### config.mk
export PLATFORM = sky130hd
export DESIGN_NAME = triple_copy_settings_store
export DESIGN_NICKNAME = d
export VERILOG_FILES = /design/src/design/tcss_pkg.sv /design/src/design/triple_copy_settings_store.sv /design/src/design/tcss_ram.sv /design/src/design/tcss_ctrl.sv
export SDC_FILE = /design/constraint.sdc
export NUM_CORES = 1
export LEC_CHECK = 0
export BUFFER_PORTS_ARGS = -buffer_cell sky130_fd_sc_hd__buf_2
export CORE_ASPECT_RATIO = 0.75
export CORE_MARGIN = 8
export CORE_UTILIZATION = 61
export CTS_CLUSTER_DIAMETER = 30
export CTS_CLUSTER_SIZE = 16
export DETAILED_ROUTE_END_ITERATION = 7
export GPL_ROUTABILITY_DRIVEN = 0
export PLACE_DENSITY = 0.87
export SYNTH_ARGS = -nofsm -noshare
export SYNTH_HDL_FRONTEND = slang
export SYNTH_SLANG_ARGS = --single-unit
### constraint.sdc
create_clock -name clk -period 4.9 [get_ports clk]
set_clock_uncertainty 0.05 [all_clocks]
set_input_delay 0.245 -clock clk [delete_from_list [all_inputs] [get_ports clk]]
set_output_delay 0.245 -clock clk [all_outputs]
set_load 0.01 [all_outputs]
### src/design/tcss_pkg.sv
// Shared constants, codes and types of the triple copy settings store.
`default_nettype none

package tcss_pkg;

  localparam int SETTING_BYTES = 16;
  localparam int BASE_ADDRESS  = 8;
  localparam int MAGIC_ADDRESS = 4;

  localparam int SHADOW_ADDR_W = (SETTING_BYTES > 1) ? $clog2(SETTING_BYTES) : 1;

  localparam logic [13:0] LIMIT_RESET = 14'd10000;
  localparam logic [13:0] COUNT_MAX   = 14'h3FFF;

  typedef enum logic [1:0] {
    CMD_POLL    = 2'd0,
    CMD_RESTORE = 2'd1,
    CMD_SEED    = 2'd2,
    CMD_UNUSED  = 2'd3
  } tcss_cmd_t;

  typedef enum logic [1:0] {
    KIND_ACK      = 2'd0,
    KIND_WRITE    = 2'd1,
    KIND_RESTORED = 2'd2,
    KIND_FAULT    = 2'd3
  } tcss_kind_t;

  typedef struct packed {
    tcss_cmd_t   command;
    logic [3:0]  byte_index;
    logic [7:0]  data_value;
    logic [7:0]  second_copy;
    logic [7:0]  third_copy;
    logic        scan_end;
  } tcss_item_t;

  typedef struct packed {
    tcss_kind_t  kind;
    logic [7:0]  nv_address;
    logic [7:0]  out_data;
    logic        write_disabled;
    logic        last;
  } tcss_result_t;

endpackage

`default_nettype wire

### src/design/triple_copy_settings_store.sv
// Top level of the triple copy settings store: stream ports, limit register, shadow RAM.
`default_nettype none

// Each accepted item is captured in the sequencer together with the shadow RAM
// read, then voted or compared with the write-back, then sends its results
// through the one-entry output register, waiting while that register is full:
// one result for an acknowledge, restore or fault, three for a changed poll
// byte that sends its three copy writes. A finished result may wait in the
// output register while the next item is taken.
// After a fault the block keeps accepting items but returns nothing until reset;
// the write limit register accepts writes at any time.
module triple_copy_settings_store
  import tcss_pkg::*;
(
  input  wire logic        clk,
  input  wire logic        rst,
  input  wire logic        s_axis_tvalid,
  output logic             s_axis_tready,
  // byte_index[3:0], data_value[11:4], second_copy[19:12], third_copy[27:20], zero[31:28]
  input  wire logic [31:0] s_axis_tdata,
  // command[1:0]
  input  wire logic [1:0]  s_axis_tuser,
  input  wire logic        s_axis_tlast,
  output logic             m_axis_tvalid,
  input  wire logic        m_axis_tready,
  // nv_address[7:0], out_data[15:8], write_disabled[16], zero[23:17]
  output logic [23:0]      m_axis_tdata,
  // kind[1:0]
  output logic [1:0]       m_axis_tuser,
  output logic             m_axis_tlast,
  input  wire logic        cfg_valid,
  output logic             cfg_ready,
  input  wire logic [13:0] cfg_data
);

  logic [13:0]              write_limit;
  tcss_item_t               in_item;
  tcss_result_t             result;
  logic                     mem_wr_en;
  logic [SHADOW_ADDR_W-1:0] mem_wr_addr;
  logic [7:0]               mem_wr_data;
  logic [SHADOW_ADDR_W-1:0] mem_rd_addr;
  logic [7:0]               mem_rd_data;

  assign cfg_ready = 1'b1;

  always_ff @(posedge clk) begin
    if (rst) begin
      write_limit <= LIMIT_RESET;
    end else if (cfg_valid && cfg_ready) begin
      write_limit <= cfg_data;
    end
  end

  assign in_item.command     = tcss_cmd_t'(s_axis_tuser);
  assign in_item.byte_index  = s_axis_tdata[3:0];
  assign in_item.data_value  = s_axis_tdata[11:4];
  assign in_item.second_copy = s_axis_tdata[19:12];
  assign in_item.third_copy  = s_axis_tdata[27:20];
  assign in_item.scan_end    = s_axis_tlast;

  tcss_ram #(
    .WIDTH (8),
    .DEPTH (SETTING_BYTES)
  ) u_shadow (
    .clk     (clk),
    .wr_en   (mem_wr_en),
    .wr_addr (mem_wr_addr),
    .wr_data (mem_wr_data),
    .rd_addr (mem_rd_addr),
    .rd_data (mem_rd_data)
  );

  tcss_ctrl u_ctrl (
    .clk         (clk),
    .rst         (rst),
    .in_valid    (s_axis_tvalid),
    .in_ready    (s_axis_tready),
    .in_item     (in_item),
    .write_limit (write_limit),
    .mem_wr_en   (mem_wr_en),
    .mem_wr_addr (mem_wr_addr),
    .mem_wr_data (mem_wr_data),
    .mem_rd_addr (mem_rd_addr),
    .mem_rd_data (mem_rd_data),
    .out_valid   (m_axis_tvalid),
    .out_ready   (m_axis_tready),
    .out_result  (result)
  );

  assign m_axis_tdata = {7'd0, result.write_disabled, result.out_data, result.nv_address};
  assign m_axis_tuser = result.kind;
  assign m_axis_tlast = result.last;

endmodule

`default_nettype wire

### src/design/tcss_ram.sv
// Generic single-port-write, single-port-read RAM with registered read data.
`default_nettype none

module tcss_ram #(
  parameter int WIDTH = 8,
  parameter int DEPTH = 16,
  parameter int ADDR_W = (DEPTH > 1) ? $clog2(DEPTH) : 1
) (
  input  wire logic              clk,
  input  wire logic              wr_en,
  input  wire logic [ADDR_W-1:0] wr_addr,
  input  wire logic [WIDTH-1:0]  wr_data,
  input  wire logic [ADDR_W-1:0] rd_addr,
  output logic      [WIDTH-1:0]  rd_data
);

  logic [WIDTH-1:0] mem [DEPTH];

  always_ff @(posedge clk) begin
    if (wr_en) begin
      mem[wr_addr] <= wr_data;
    end
    rd_data <= mem[rd_addr];
  end

endmodule

`default_nettype wire

### src/design/tcss_ctrl.sv
// Read-modify-write sequencer over the shadow RAM, wear counter and result register.
`default_nettype none

module tcss_ctrl
  import tcss_pkg::*;
(
  input  wire logic                     clk,
  input  wire logic                     rst,
  input  wire logic                     in_valid,
  output logic                          in_ready,
  input  wire tcss_item_t               in_item,
  input  wire logic [13:0]              write_limit,
  output logic                          mem_wr_en,
  output logic [SHADOW_ADDR_W-1:0]      mem_wr_addr,
  output logic [7:0]                    mem_wr_data,
  output logic [SHADOW_ADDR_W-1:0]      mem_rd_addr,
  input  wire logic [7:0]               mem_rd_data,
  output logic                          out_valid,
  input  wire logic                     out_ready,
  output tcss_result_t                  out_result
);

  typedef enum logic [1:0] {ST_IDLE, ST_READ, ST_SEND} state_t;

  localparam logic [7:0] BASE_A  = 8'(BASE_ADDRESS);
  localparam logic [7:0] MAGIC_A = 8'(MAGIC_ADDRESS);
  localparam logic [7:0] STEP_A  = 8'(SETTING_BYTES);

  state_t      state;
  tcss_item_t  item;
  logic [13:0] write_count;
  logic        writes_off;
  logic        halted;

  tcss_kind_t  res_kind;
  logic [7:0]  res_addr;
  logic [7:0]  res_data;
  logic [1:0]  beats;

  logic [13:0] count_next;
  logic        writes_off_next;
  logic        halted_next;
  logic        wr_req;
  tcss_kind_t  kind_next;
  logic [7:0]  addr_next;
  logic [7:0]  data_next;
  logic [1:0]  beats_next;
  logic        in_range;
  logic        poll_act;
  logic [7:0]  voted;
  logic        vote_ok;
  logic        push;

  logic [SHADOW_ADDR_W+3:0] in_idx_wide;
  logic [SHADOW_ADDR_W+3:0] cap_idx_wide;

  assign in_idx_wide  = {{SHADOW_ADDR_W{1'b0}}, in_item.byte_index};
  assign cap_idx_wide = {{SHADOW_ADDR_W{1'b0}}, item.byte_index};
  assign mem_rd_addr  = in_idx_wide[SHADOW_ADDR_W-1:0];
  assign mem_wr_addr  = cap_idx_wide[SHADOW_ADDR_W-1:0];

  assign in_ready  = (state == ST_IDLE);
  assign push      = (state == ST_SEND) && (!out_valid || out_ready);
  assign mem_wr_en = (state == ST_READ) && wr_req;

  assign in_range = (int'(item.byte_index) < SETTING_BYTES);
  assign poll_act = !writes_off && in_range;

  always_comb begin
    if ((item.data_value == item.second_copy) || (item.data_value == item.third_copy)) begin
      voted   = item.data_value;
      vote_ok = 1'b1;
    end else if (item.second_copy == item.third_copy) begin
      voted   = item.third_copy;
      vote_ok = 1'b1;
    end else begin
      voted   = item.third_copy;
      vote_ok = 1'b0;
    end
  end

  always_comb begin
    count_next      = write_count;
    writes_off_next = writes_off;
    halted_next     = halted;
    wr_req          = 1'b0;
    mem_wr_data     = item.data_value;
    kind_next       = KIND_ACK;
    addr_next       = 8'd0;
    data_next       = 8'd0;
    beats_next      = 2'd1;
    case (item.command)
      CMD_POLL: begin
        if (poll_act && (mem_rd_data != item.data_value)) begin
          wr_req     = 1'b1;
          count_next = (write_count == COUNT_MAX) ? write_count : write_count + 14'd1;
          kind_next  = KIND_WRITE;
          addr_next  = BASE_A + {4'd0, item.byte_index};
          data_next  = item.data_value;
          beats_next = 2'd3;
        end
        if (poll_act && item.scan_end && (count_next > write_limit)) begin
          writes_off_next = 1'b1;
        end
      end
      CMD_RESTORE: begin
        if (in_range && vote_ok) begin
          wr_req      = 1'b1;
          mem_wr_data = voted;
          kind_next   = KIND_RESTORED;
          data_next   = voted;
        end else if (in_range) begin
          halted_next = 1'b1;
          kind_next   = KIND_FAULT;
          addr_next   = MAGIC_A;
        end
      end
      CMD_SEED: begin
        if (in_range) begin
          wr_req      = 1'b1;
          mem_wr_data = item.data_value + 8'd1;
        end
      end
      default: begin
        kind_next = KIND_ACK;
      end
    endcase
  end

  always_ff @(posedge clk) begin
    if (rst) begin
      state       <= ST_IDLE;
      write_count <= 14'd0;
      writes_off  <= 1'b0;
      halted      <= 1'b0;
      out_valid   <= 1'b0;
    end else begin
      if (out_valid && out_ready) begin
        out_valid <= 1'b0;
      end
      case (state)
        ST_IDLE: begin
          if (in_valid) begin
            item <= in_item;
            if (!halted) begin
              state <= ST_READ;
            end
          end
        end
        ST_READ: begin
          write_count <= count_next;
          writes_off  <= writes_off_next;
          halted      <= halted_next;
          res_kind    <= kind_next;
          res_addr    <= addr_next;
          res_data    <= data_next;
          beats       <= beats_next;
          state       <= ST_SEND;
        end
        ST_SEND: begin
          if (push) begin
            out_valid                 <= 1'b1;
            out_result.kind           <= res_kind;
            out_result.nv_address     <= res_addr;
            out_result.out_data       <= res_data;
            out_result.write_disabled <= writes_off;
            out_result.last           <= (beats == 2'd1);
            res_addr                  <= res_addr + STEP_A;
            beats                     <= beats - 2'd1;
            if (beats == 2'd1) begin
              state <= ST_IDLE;
            end
          end
        end
        default: begin
          state <= ST_IDLE;
        end
      endcase
    end
  end

endmodule

`default_nettype wire

After elaboration in Yosys (flattened, before gate mapping)

Memory sizes are Yosys's and may differ from the RTL's. A register that Yosys moved wholly into a read port is not among the register bits.
Index checks and enable logic that the tools add are counted.

Bits in registers: 104
Memory bits (writable): 128
Input bits: 54
Logic and storage cells: 101
Memories kept: 1

Memory list:

| memory       | depth | width | rd ports | clocked after memory_dff | wr ports | RTL line       | source |
|---|---|---|---|---|---|---|---|
| u_shadow.mem | 16    | 8     | 1        | 1                        | 1        | tcss_ram.sv:17 | `logic [WIDTH-1:0] mem [DEPTH];` |

$add $sub $neg: 5
Magnitude comparators: 1
Equal/unequal tests: 14
Mux-type cells: 36
Bitwise logic cells: 2
Reductions and logical operators: 21

Operators by type and width:

| kind                                                            | number |
|---|---|
| 8-bit one-hot mux with 2 select lines                           | 4 |
| 8-bit 2-to-1 mux                                                | 6 |
| 14-bit 2-to-1 mux                                               | 3 |
| 8-bit == test                                                   | 3 |
| 3-bit AND reduction                                             | 5 |
| 14-bit by 1-bit adder with 14-bit output, second input constant | 1 |
| 14-bit == test, second input constant                           | 1 |
| 14-bit greater-than comparator                                  | 1 |
| 2-bit 2-to-1 mux                                                | 7 |
| 1-bit 2-to-1 mux                                                | 11 |
| 8-bit by 1-bit adder with 8-bit output, second input constant   | 1 |
| 8-bit by 5-bit adder with 8-bit output, second input constant   | 1 |
| 8-bit inequality test                                           | 1 |
| 2-bit one-hot mux with 2 select lines                           | 2 |
| 2-bit by 1-bit == test with 1-bit output, second input constant | 3 |
| 1-bit logical AND                                               | 6 |
| 2-bit inequality test, second input constant                    | 3 |
| 2-bit one-hot mux with 3 select lines                           | 1 |
| 4-bit by 4-bit adder with 5-bit output, first input constant    | 1 |
| 2-bit == test, second input constant                            | 2 |
| 2-bit logical NOT                                               | 2 |
| 2-bit AND reduction                                             | 2 |
| 4-bit AND reduction                                             | 1 |
| 3-bit 2-to-1 mux                                                | 1 |
| other kinds (7)                                                 | 10 |

Longest topological paths before layout

Gate-level depths: netlist of the first run.

Depth in word-level cells: 8
Depth in mapped cells: 15

Cells and area by module

A second synthesis of the first run with hierarchy kept.

Cell total of the unflattened synthesis: 723
Area total of the unflattened synthesis: 10605.2 um^2

By module, submodules not included:

| module                     | instances | cells each | area an instance (um^2) | seq. area each (um^2) |
|---|---|---|---|---|
| tcss_ram                   | 1         | 229        | 5147.4                  | 4003.8 |
| tcss_ctrl                  | 1         | 439        | 4874.7                  | 2512.4 |
| triple_copy_settings_store | 1         | 55         | 583.1                   | 280.3 |

Worst setup path after synthesis of the first run

OpenSTA, ideal clock, no wires.

Kind: reg2reg
Start: register u_ctrl.item[17] (netlist name)
End: register u_ctrl.writes_off
Library setup time: 128 ps
Arrival: 2815 ps
Required time: 4722 ps
Slack: 1907 ps
Cell stages (with the launch flop): 16
Path buffers: 2
Clock period less this slack: 2993 ps
Cell sequence: edfxtp_1 buf_4 xor2_2 nor4_4 a31oi_1 and2_1 buf_6 nand2_1 xnor2_1 ha_1 a21o_1 a211oi_1 o21a_1 o221ai_1 a21oi_1 nor2_1

Cells in the longest elaborated chain, start to end: 7

Ends and longest elaborated chain:

| item                                 | RTL line         | source |
|---|---|---|
| from (decl)                          | tcss_ctrl.sv:30  | `tcss_item_t item;` |
| from (signal assigned)               | tcss_ctrl.sv:144 | `item <= in_item;` |
| 8-bit inequality test                | tcss_ctrl.sv:94  | `if (poll_act && (mem_rd_data != item.data_value)) begin` |
| 1-bit logical AND                    | tcss_ctrl.sv:94  |  |
| 14-bit 2-to-1 mux                    | tcss_ctrl.sv:94  |  |
| 14-bit 2-to-1 mux                    | tcss_ctrl.sv:92  | `case (item.command)` |
| 14-bit greater-than comparator       | tcss_ctrl.sv:102 | `if (poll_act && item.scan_end && (count_next > write_limit)) begin` |
| 1-bit logical AND                    | tcss_ctrl.sv:102 |  |
| 3-bit AND reduction (no source line) | n/a              |  |
| to (signal assigned)                 | tcss_ctrl.sv:152 | `writes_off <= writes_off_next;` |
| to (decl)                            | tcss_ctrl.sv:32  | `logic writes_off;` |

Every way passes these cells. The select of a mux whose other input is x is not followed.
A chain may end at the register's enable or synchronous reset.

Final worst setup path of the first run

Start: register u_ctrl.write_count[0]
End: register u_ctrl.writes_off

Cells in the longest elaborated chain, start to end: 7
Elaborated cells on any way between the ends: 8
Those cells by class: add/sub (1); order compare (1); eq/ne (1); mux (3); reduce/logical (2)

Ends and longest elaborated chain:

| item                                                                              | RTL line         | source |
|---|---|---|
| from (decl)                                                                       | tcss_ctrl.sv:31  | `logic [13:0] write_count;` |
| from (signal assigned)                                                            | tcss_ctrl.sv:151 | `write_count <= count_next;` |
| 14-bit by 1-bit adder with 14-bit output / 14-bit == test (equally long branches) | tcss_ctrl.sv:96  | `count_next = (write_count == COUNT_MAX) ? write_count : write_count + 14'd1;` |
| 14-bit 2-to-1 mux                                                                 | tcss_ctrl.sv:96  |  |
| 14-bit 2-to-1 mux *                                                               | tcss_ctrl.sv:94  |  |
| 14-bit 2-to-1 mux *                                                               | tcss_ctrl.sv:92  |  |
| 14-bit greater-than comparator *                                                  | tcss_ctrl.sv:102 |  |
| 1-bit logical AND *                                                               | tcss_ctrl.sv:102 |  |
| 3-bit AND reduction (no source line) *                                            | n/a              |  |

Every way passes the cells marked *; elsewhere a longest branch is shown, timed or not. The select of a mux whose other input is x is not followed.

==> run_results.csv, run 1 <==
group,metric,value,unit
critical_path,critical_path_arrival,4.11,ns
route,antenna_left,0,
final_layout,drive_gt1_share,23.7,%
final_layout,nNetsFinal,907,
critical_path,cp-end-kind,"flop",
placed_design,post-place-ws,1.21,ns
critical_path,reg2reg_depth,14,
clock_network,cts_buffer_depth,3,
yosys,synth_edf_count,199,
route,initialDrtViolationCount,658,
yosys,syn_avg_cell_area,15.1,um2
die,row_count,41,
yosys,ys_ff_latch,240,
yosys,ys.flop_type,"edfxtp_1",
yosys,yosysSeqAreaShare,64.4,%
sta,drv_slew,0,
grt,grt_pass1_wl,37.3,mm
run,maxCapViolations,0,
critical_path,start_kind,"flop",
clock_network,cts.repair_timing.setup_buffer_count,0,
sta,slew_headroom,7.37,%
min_path,hold_depth,3,
clock_network,cts_resized,0,
grt,grt_max_degree,34,
route,dr_total_vias,6527,
die,fp.dieH,130,um
outcome,status,"finished, final reports clean",
clock_network,cts_buffers,31,
route,viasPerCell,6.12,
die,die_w,168,um
final_layout,final_common_cell,"edfxtp_1",
clock_network,cts_htree_levels,1,
critical_path,crit_required,5.25,ns
route,routed_wirelength,23.9,mm
route,detail_route.wl_per_cell,22.4,um
sta,setup_tns,0,ns
yosys,yosysWarnings,0,
clock_network,clk_latency,0.55,ns
die,core,16900,um2
critical_path,path_cells,"ha_1, nand3_1, nor4_4, nand3_1, and2_1, nand2_1, xnor2_1, ha_1, a21o_1, a21o_1, a21oi_1, o221ai_1, a21oi_1, nor2_1",
critical_path,cp.depth,14,
critical_path,path_max_fanout,12,
sta,tightest_slew,1.38,ns
sta,post-route-period-util,76.8,%
sta,max_freq,266,MHz
critical_path,critPathMaxStageDelay,0.44,ns
sta,post-route-min-period,3.76,ns
grt,track_usage,21.9,%
yosys,syn_area,10600,um2
clock_network,clk_pin_slew_worst_paths,0.05,ns
sta,hold_viol_final,0,
route,first_pass_iters,6,
sta,setup_ws,1.14,ns
clock_network,cts_tree,"built",
sta,rsz0062_at_grt,"no",
die,pin_count,84,
grt,grt-ovfl-total,0,
die,die-area,21800,um2
clock_network,hold_buffers,41,
power_and_ir_drop,power,4.87,mW
yosys,synth-async-reset-ratio,0,%
clock_network,clock_sinks,240,
power_and_ir_drop,power_leakage,4.52,nW
power_and_ir_drop,vdd_drop_max,288,uV
sta,hold-worst-slack,0.0307,ns
die,start_util,62.6,%
placed_design,io_buffers,71,
critical_path,cp_slowest_cell,"nor4_4",
clock_network,cts-root-buf,"clkbuf_16",
final_layout,n_antenna_cell,0,
route,drc,0,
grt,grt_pass1_vias,6798,
sta,finalSetupViolations,0,
critical_path,cp_top_family,"simple AND/OR/NAND/NOR gates",
critical_path,crit_type,"flop to flop",
critical_path,critPathBufInv,0,
final_layout,layout_common_cells,"edfxtp_1, buf_2, nand2_1, dlygate4sd3_1, dfxtp_1",
grt,antenna_found_initial,0,
yosys,syn_inst,700,
placed_design,dp_hpwl,15.1,mm
final_layout,syn_to_final_growth,18.5,%
power_and_ir_drop,p_per_area,389,nW/um2
yosys,yosysUniqueCellTypes,60,
min_path,worstHoldPathType,"input port to flop",
-- flip-flops by register name (all words and copies together) (netlist names) --
name / cells
u_ctrl.beats: 2
u_ctrl.res_data: 8
u_ctrl.res_addr: 8
u_ctrl.writes_off: 1
u_ctrl.halted: 1
u_ctrl.state: 2
u_shadow.rd_data: 8
u_ctrl.out_valid: 1
write_limit: 14
u_ctrl.write_count: 14
u_shadow.mem: 128
u_ctrl.out_result: 20
u_ctrl.item: 27
u_ctrl.mem_wr_addr: 4
u_ctrl.res_kind: 2
-- per-stage QoR --
step / util, % / cells / area [um2]
2_1_floorplan: - / 706 / 10600
3_3_place_gp: 65.6 / 967 / 11100
3_5_place_dp: 65.6 / 967 / 11100
4_1_cts: 74.1 / 1065 / 12500
5_1_grt: 74.1 / 1066 / 12500
6_report: 74.1 / 1066 / 12500
-- cell families (layout without fill, tap and decap cells) --
kind of cell    count (synthesis)  count (layout)  share of synthesized area (%)
simple gates                  176             176                           8.84
compound gates                 72              72                           4.89
xor+xnor                       56              56                           5.00
other cells                     2               8                         0.0711
buf+inv                        70             215                           3.45
flops                         240             240                           64.4
fa+ha+maj                      26              26                           3.08
mux                            58              58                           10.3
-- layout make-up --
class	instances	area, um2
clock inverters	22	208
multi-input cells	396	3420
flip-flops and latches	240	6800
inverters	28	105
clock buffers	35	812
well taps	215	269
fillers	948	4370
repair buffers	130	901
-- worst min-delay path, delay by kind of cell --
kind | cells | cell delay (ns)
AND/OR/NAND/NOR | 1 | 0.16
AO/OA/AOI/OAI | 1 | 0.08
buffers and inverters | 1 | 0.07
-- final timing paths --
check / startpoint / to / slack, ns
min reg2reg: u_ctrl.res_addr[0]$_DFFE_PP_ / u_ctrl.out_result[10]$_DFFE_PP_ / 0.37
max: u_ctrl.write_count[0]$_SDFFE_PP0P_ / u_ctrl.writes_off$_SDFFE_PP0P_ / 1.14
max reg2reg: u_ctrl.write_count[0]$_SDFFE_PP0P_ / u_ctrl.writes_off$_SDFFE_PP0P_ / 1.14
min: m_axis_tready / u_ctrl.out_valid$_SDFF_PP0_ / 0.03
-- routing by layer --
metal	vias to the layer above	wire length [um]	share of wire (%)	GRT usage, %
li1	2884	-	-	-
met1	3231	9530	40	28.4
met2	357	11600	49	37.4
met3	55	2220	9.3	4.89
met4	0	488	2.0	5.60
met5	-	0	0	0
-- synthesized netlist by cell type (all sizes together), types with 15 or more instances --
master / count / share of area (%)
ha: 26 / 3.1
nand3: 25 / 1.2
mux4: 40 / 8.5
buf: 27 / 1.9
edfxtp: 199 / 57
inv: 27 / 0.96
nor2: 39 / 1.5
dfxtp: 41 / 7.8
clkbuf: 15 / 0.53
xnor2: 38 / 3.2
nand2: 41 / 1.5
a21oi: 19 / 0.90
nor3: 16 / 0.76
xor2: 18 / 1.8
-- power breakdown --
part | switching [mW] | total [mW] | leakage, nW | internal, mW
clock | 0.879 | 2.20 | 0.507 | 1.32
sequential | 0.0461 | 2.33 | 2.15 | 2.29
combinational | 0.195 | 0.338 | 1.87 | 0.143
total | 1.12 | 4.87 | 4.52 | 3.75
No activity file was read; power rests on OpenSTA's default activity.
==> run 2, diff against run 1 <==
--- a/config.mk
+++ b/config.mk
@@ -8,12 +8,12 @@
 export BUFFER_PORTS_ARGS = -buffer_cell sky130_fd_sc_hd__buf_2
 export CORE_ASPECT_RATIO = 0.75
 export CORE_MARGIN = 8
-export CORE_UTILIZATION = 61
+export CORE_UTILIZATION = 54
 export CTS_CLUSTER_DIAMETER = 30
 export CTS_CLUSTER_SIZE = 16
 export DETAILED_ROUTE_END_ITERATION = 7
 export GPL_ROUTABILITY_DRIVEN = 0
-export PLACE_DENSITY = 0.87
+export PLACE_DENSITY = 0.82
 export SYNTH_ARGS = -nofsm -noshare
 export SYNTH_HDL_FRONTEND = slang
 export SYNTH_SLANG_ARGS = --single-unit
==> constraint.sdc (replaced) <==
create_clock -name clk -period 3.2 [get_ports clk]
set_clock_uncertainty 0.05 [all_clocks]
set_input_delay 0.16 -clock clk [delete_from_list [all_inputs] [get_ports clk]]
set_output_delay 0.16 -clock clk [all_outputs]
set_load 0.01 [all_outputs]
==> run_results.csv, run 2 (same netlist as run 1, synthesis figures left out) <==
group,metric,value,unit
die,die_w,177,um
sta,setup_ws,0.155,ns
clock_network,clock_sinks,240,
power_and_ir_drop,switching_power,1.82,mW
critical_path,reg2reg_depth,13,
final_layout,n_antenna_cell,0,
outcome,status,"finished, final reports clean",
power_and_ir_drop,seq_power_share,44.7,%
critical_path,cp.depth,13,
critical_path,path_max_fanout,4,
min_path,worstHoldPathType,"input port to flop",
clock_network,cts_htree_levels,2,
sta,drv_slew,0,
final_layout,fill_cells,1250,
critical_path,cp-end-kind,"flop",
critical_path,critPathBufInv,1,
clock_network,clk_pin_slew_worst_paths,0.07,ns
final_layout,reg.largest.list,"u_shadow.mem x128, u_ctrl.item x27, u_ctrl.out_result x20",
power_and_ir_drop,power,7.97,mW
clock_network,cts_tree,"built",
placed_design,io_buffers,71,
grt,antenna_found_initial,0,
critical_path,start_kind,"flop",
power_and_ir_drop,p_comb_share,7.5,%
sta,slew_headroom,42.0,%
grt,grt_max_degree,34,
critical_path,r2r_start,"u_ctrl.item[21]$_DFFE_PP_",
critical_path,critPathMaxStageDelay,0.45,ns
placed_design,dp_hpwl,15.3,mm
route,antenna_left,0,
min_path,min-delay-start,"s_axis_tdata[2]",
die,core,19300,um2
final_layout,syn_to_final_growth,22.9,%
die,row_count,44,
grt,grt_pass1_wl,38.5,mm
critical_path,cp_slowest_cell,"edfxtp_1",
critical_path,critical_path_arrival,3.40,ns
route,routed_wirelength,25.3,mm
route,dr_total_vias,6630,
critical_path,cpMostUsedCell,"nor2_1",
die,start_util,54.8,%
route,viasPerCell,5.82,
sta,post-route-min-period,3.05,ns
power_and_ir_drop,power_leakage,4.75,nW
sta,max_freq,328,MHz
power_and_ir_drop,clkPwrFrac,47.8,%
clock_network,cts-root-buf,"clkbuf_16",
clock_network,cts_buffers,34,
die,fp.dieH,137,um
power_and_ir_drop,p_sw_share,22.9,%
critical_path,crit_type,"flop to flop",
final_layout,stdcell_area,13000,um2
die,die-area,24300,um2
placed_design,post-place-ws,0.0155,ns
power_and_ir_drop,vdd_drop_max,532,uV
power_and_ir_drop,p_per_area,614,nW/um2
placed_design,post_dp_cell_area,11400,um2
route,detail_route.wl_per_cell,22.2,um
grt,grt-ovfl-total,0,
final_layout,drive_gt1_share,26.8,%
clock_network,clk_latency,0.51,ns
critical_path,crit_start,"u_ctrl.item[21]$_DFFE_PP_",
critical_path,cp_top_family,"simple AND/OR/NAND/NOR gates",
sta,hold_viol_final,0,
power_and_ir_drop,power.internal,6.15,mW
min_path,hold_depth,1,
final_layout,final_common_cell,"edfxtp_1",
route,first_pass_iters,6,
grt,grt_pass1_vias,6661,
final_layout,layout_common_cells,"edfxtp_1, buf_2, buf_4",
final_layout,regMostFlops,"u_shadow.mem",
sta,post-route-period-util,95.2,%
grt,track_usage,20.9,%
sta,hold-worst-slack,0.0256,ns
route,initialDrtViolationCount,569,
route,drc,0,
clock_network,cts_buffer_depth,3,
sta,tightest_slew,0.870,ns
final_layout,final_util,67.3,%
critical_path,path_cells,"xor2_2, nor4_4, a31oi_2, buf_4, nand2_1, mux2_2, ha_1, nand4_1, nor2_1, o21ai_0, o221ai_1, a21oi_1, nor2_1",
critical_path,crit_required,3.55,ns
final_layout,nNetsFinal,941,
die,pin_count,84,
sta,finalSetupViolations,0,
final_layout,largest_reg_flops,128,
run,maxCapViolations,0,
[run 2: per-layer routing]
metal / vias to the layer above / global-route usage [%] / wire, um / part of all wire, %
li1: 2969 / - / - / -
met4: 0 / 6.47 / 701 / 2.8
met5: - / 0 / 0 / 0
met3: 63 / 4.14 / 2330 / 9.2
met1: 3234 / 27.2 / 10100 / 40
met2: 364 / 34.9 / 12200 / 48
[run 2: area by class of cell]
| type | count | area [um2] | area share, % |
|---|---|---|---|
| Clock inverter | 24 | 295 | 2.28 |
| Multi-Input combinational cell | 396 | 3450 | 26.6 |
| Tap cell | 253 | 317 | 2.44 |
| Clock buffer | 38 | 866 | 6.67 |
| Sequential cell | 240 | 6800 | 52.4 |
| Inverter | 28 | 105 | 0.810 |
| Timing Repair Buffer | 161 | 1150 | 8.85 |
[run 2: final timing paths]
kind                                           to  slack (ns)
hold reg to reg   u_ctrl.out_result[10]$_DFFE_PP_        0.36
setup reg to reg   u_ctrl.writes_off$_SDFFE_PP0P_        0.15
setup / recovery   u_ctrl.writes_off$_SDFFE_PP0P_        0.15
hold / removal    u_ctrl.mem_wr_addr[2]$_DFFE_PP_        0.03
[run 2: repair_timing]
item | CTS | global route
gates resized for setup | 3 | 4
setup buffers | 0 | 1
setup endpoints to repair | 16 | 9
hold buffers | 42 | 0
endpoints found under the hold margin | 42 | 0
pin swaps | 0 | 2
[run 2: power groups by stage]
stage | combinational (mW) | clock, mW | sequential, mW
2_1_floorplan | 0.355 | 0 | 3.60
3_3_place_gp | 0.507 | 0 | 3.61
3_5_place_dp | 0.528 | 0 | 3.62
4_1_cts | 0.573 | 3.84 | 3.56
5_1_grt | 0.631 | 4.01 | 3.57
6_report | 0.594 | 3.81 | 3.56
[run 2: stage by stage]
| stage | std cells | TNS, ns |
|---|---|---|
| floorplan | 706 | 0 |
| global placement | 1035 | 0 |
| detailed placement | 1035 | 0 |
| CTS | 1139 | 0 |
| global route | 1140 | -0.000582 |
| finish | 1140 | 0 |
==> run 3, diff against run 2 <==
--- a/config.mk
+++ b/config.mk
@@ -8,12 +8,12 @@
 export BUFFER_PORTS_ARGS = -buffer_cell sky130_fd_sc_hd__buf_2
 export CORE_ASPECT_RATIO = 0.75
 export CORE_MARGIN = 8
-export CORE_UTILIZATION = 54
+export CORE_UTILIZATION = 60
 export CTS_CLUSTER_DIAMETER = 30
 export CTS_CLUSTER_SIZE = 16
 export DETAILED_ROUTE_END_ITERATION = 7
 export GPL_ROUTABILITY_DRIVEN = 0
-export PLACE_DENSITY = 0.82
+export PLACE_DENSITY = 0.86
 export SYNTH_ARGS = -nofsm -noshare
 export SYNTH_HDL_FRONTEND = slang
 export SYNTH_SLANG_ARGS = --single-unit
==> constraint.sdc (replaced) <==
create_clock -name clk -period 3.3 [get_ports clk]
set_clock_uncertainty 0.05 [all_clocks]
set_input_delay 0.165 -clock clk [delete_from_list [all_inputs] [get_ports clk]]
set_output_delay 0.165 -clock clk [all_outputs]
set_load 0.01 [all_outputs]
==> run_results.csv, run 3 (same netlist as run 1, synthesis figures left out) <==
group,metric,value,unit
sta,max_freq,296,MHz
outcome,violations,"negative setup slack",
sta,slew_headroom,5.98,%
die,row_count,42,
grt,antenna_found_initial,0,
run,maxCapViolations,0,
sta,setup_ws,-0.0816,ns
clock_network,clk_pin_slew_worst_paths,0.05,ns
clock_network,cts_buffers,35,
route,first_pass_iters,6,
final_layout,regArea,6800,um2
clock_network,cts_htree_levels,2,
power_and_ir_drop,p_per_area,599,nW/um2
sta,post-route-min-period,3.38,ns
power_and_ir_drop,p_sw_share,22.9,%
critical_path,path_max_fanout,16,
critical_path,critical_path_arrival,3.44,ns
sta,drv_slew,0,
sta,hold_viol_final,0,
placed_design,dp_hpwl,15.7,mm
power_and_ir_drop,power.internal,5.97,mW
critical_path,cp_slowest_cell,"nor3_1",
sta,post-route-period-util,102,%
power_and_ir_drop,vdd_drop_max,513,uV
critical_path,cp-end-kind,"flop",
critical_path,critPathMaxStageDelay,1.10,ns
final_layout,fill_cells,1006,
final_layout,syn_to_final_growth,22.5,%
final_layout,n_antenna_cell,0,
route,dr_total_vias,6657,
grt,grt-ovfl-total,0,
grt,grt_max_degree,34,
power_and_ir_drop,switching_power,1.78,mW
power_and_ir_drop,p_comb_share,7.3,%
grt,track_usage,23.3,%
final_layout,multiInputGateArea,3460,um2
power_and_ir_drop,power_leakage,4.71,nW
outcome,status,"finished, violations left",
final_layout,regMostFlops,"u_shadow.mem",
placed_design,io_buffers,71,
route,routed_wirelength,25.2,mm
sta,tightest_slew,1.41,ns
clock_network,cts_buffer_depth,3,
critical_path,crit_type,"flop to flop",
route,drc,0,
die,pin_count,84,
route,detail_route.wl_per_cell,22.5,um
min_path,worstHoldPathType,"input port to flop",
die,core,17400,um2
critical_path,path_cells,"buf_4, xnor2_1, nand4_1, nor2_2, o31ai_1, and3b_1, nor3_1",
final_layout,reg.largest.list,"u_shadow.mem x128, u_ctrl.item x27, u_ctrl.out_result x20",
clock_network,clk_latency,0.53,ns
final_layout,final_common_cell,"edfxtp_1",
power_and_ir_drop,power,7.74,mW
die,start_util,60.5,%
grt,grt_pass1_wl,38.8,mm
die,fp.dieH,131,um
final_layout,largest_reg_flops,128,
final_layout,drive_gt1_share,26.7,%
final_layout,layout_common_cells,"edfxtp_1, buf_2, dlygate4sd3_1",
route,antenna_left,0,
die,die-area,22100,um2
clock_network,cts_tree,"built",
power_and_ir_drop,clkPwrFrac,48.1,%
sta,finalSetupViolations,45,
critical_path,crit_required,3.36,ns
grt,grt_pass1_vias,6780,
clock_network,clock_sinks,240,
clock_network,cts-root-buf,"clkbuf_16",
final_layout,final_util,74.1,%
power_and_ir_drop,seq_power_share,44.6,%
final_layout,nNetsFinal,935,
route,viasPerCell,5.93,
die,die_w,169,um
critical_path,start_kind,"flop",
sta,rsz0062_at_grt,"yes",
route,initialDrtViolationCount,633,
## run 3: final timing paths
path / cells past startpoint / slack [ns] / from / endpoint
setup reg to reg: 7 / -0.08 / u_ctrl.item[21]$_DFFE_PP_ / u_shadow.mem[5][5]$_DFFE_PP_
hold reg to reg: 0 / 0.37 / u_ctrl.res_addr[1]$_DFFE_PP_ / u_ctrl.out_result[11]$_DFFE_PP_
setup / recovery: 7 / -0.08 / u_ctrl.item[21]$_DFFE_PP_ / u_shadow.mem[5][5]$_DFFE_PP_
hold / removal: 1 / 0.02 / s_axis_tdata[2] / u_ctrl.mem_wr_addr[2]$_DFFE_PP_
## run 3: what timing repair did
item | CTS | global route
endpoints found under the setup margin | 36 | 65
cloned | 0 | 0
resized for setup | 0 | 8
pin swaps | 0 | 7
buffers inserted | 1 | 7
endpoints found under the hold margin | 43 | 0
hold buffers | 43 | 0
## run 3: routing by layer
metal  wire, um  share of wire, %  track usage [%]  vias to the layer above
li1           -                 -                -                     2952
met1       9800                39             28.8                     3231
met2      12100                48             38.7                      400
met3       2660                11             7.27                       74
met4        698               2.8             8.41                        0
met5          0                 0                0                        -
## run 3: power by group through the flow
stage	clock network (mW)	registers (mW)	logic (mW)
final	3.72	3.46	0.564
after global routing	3.89	3.46	0.606
after CTS	3.76	3.46	0.546
after detailed placement	0	3.52	0.500
after global placement	0	3.51	0.467
after floorplan	0	3.49	0.344
## run 3: critical path: cells and delay by family, from the launching register on
kind                   cells  cell delay [ns]
flip-flops                 1             0.43
XOR/XNOR                   1             0.15
AND/OR/NAND/NOR            4             1.96
buffers and inverters      1             0.21
AO/OA/AOI/OAI              1             0.17
## run 3: metrics by stage
step / instances / area [um2] / setup TNS (ns) / worst slack [ns] / hold slack, ns
6_report: 1123 / 12900 / -1.61 / -0.0816 / 0.0224
4_1_cts: 1115 / 12800 / -1.54 / -0.0888 / 0.0166
2_1_floorplan: 706 / 10600 / 0 / 0.307 / 0.214
3_3_place_gp: 1008 / 11200 / 0 / 0.135 / 0.292
5_1_grt: 1123 / 12900 / -11.72 / -0.251 / 0.0367
3_5_place_dp: 1008 / 11200 / -0.486 / -0.0446 / 0.293
## run 3: cell type report
class,count,share of cell area (%)
clock buffers,39,7.05
clock inverters,24,2.03
inverters,28,0.813
multi-input cells,396,26.7
flip-flops and latches,240,52.5
well taps,242,2.34
repair buffers,154,8.47
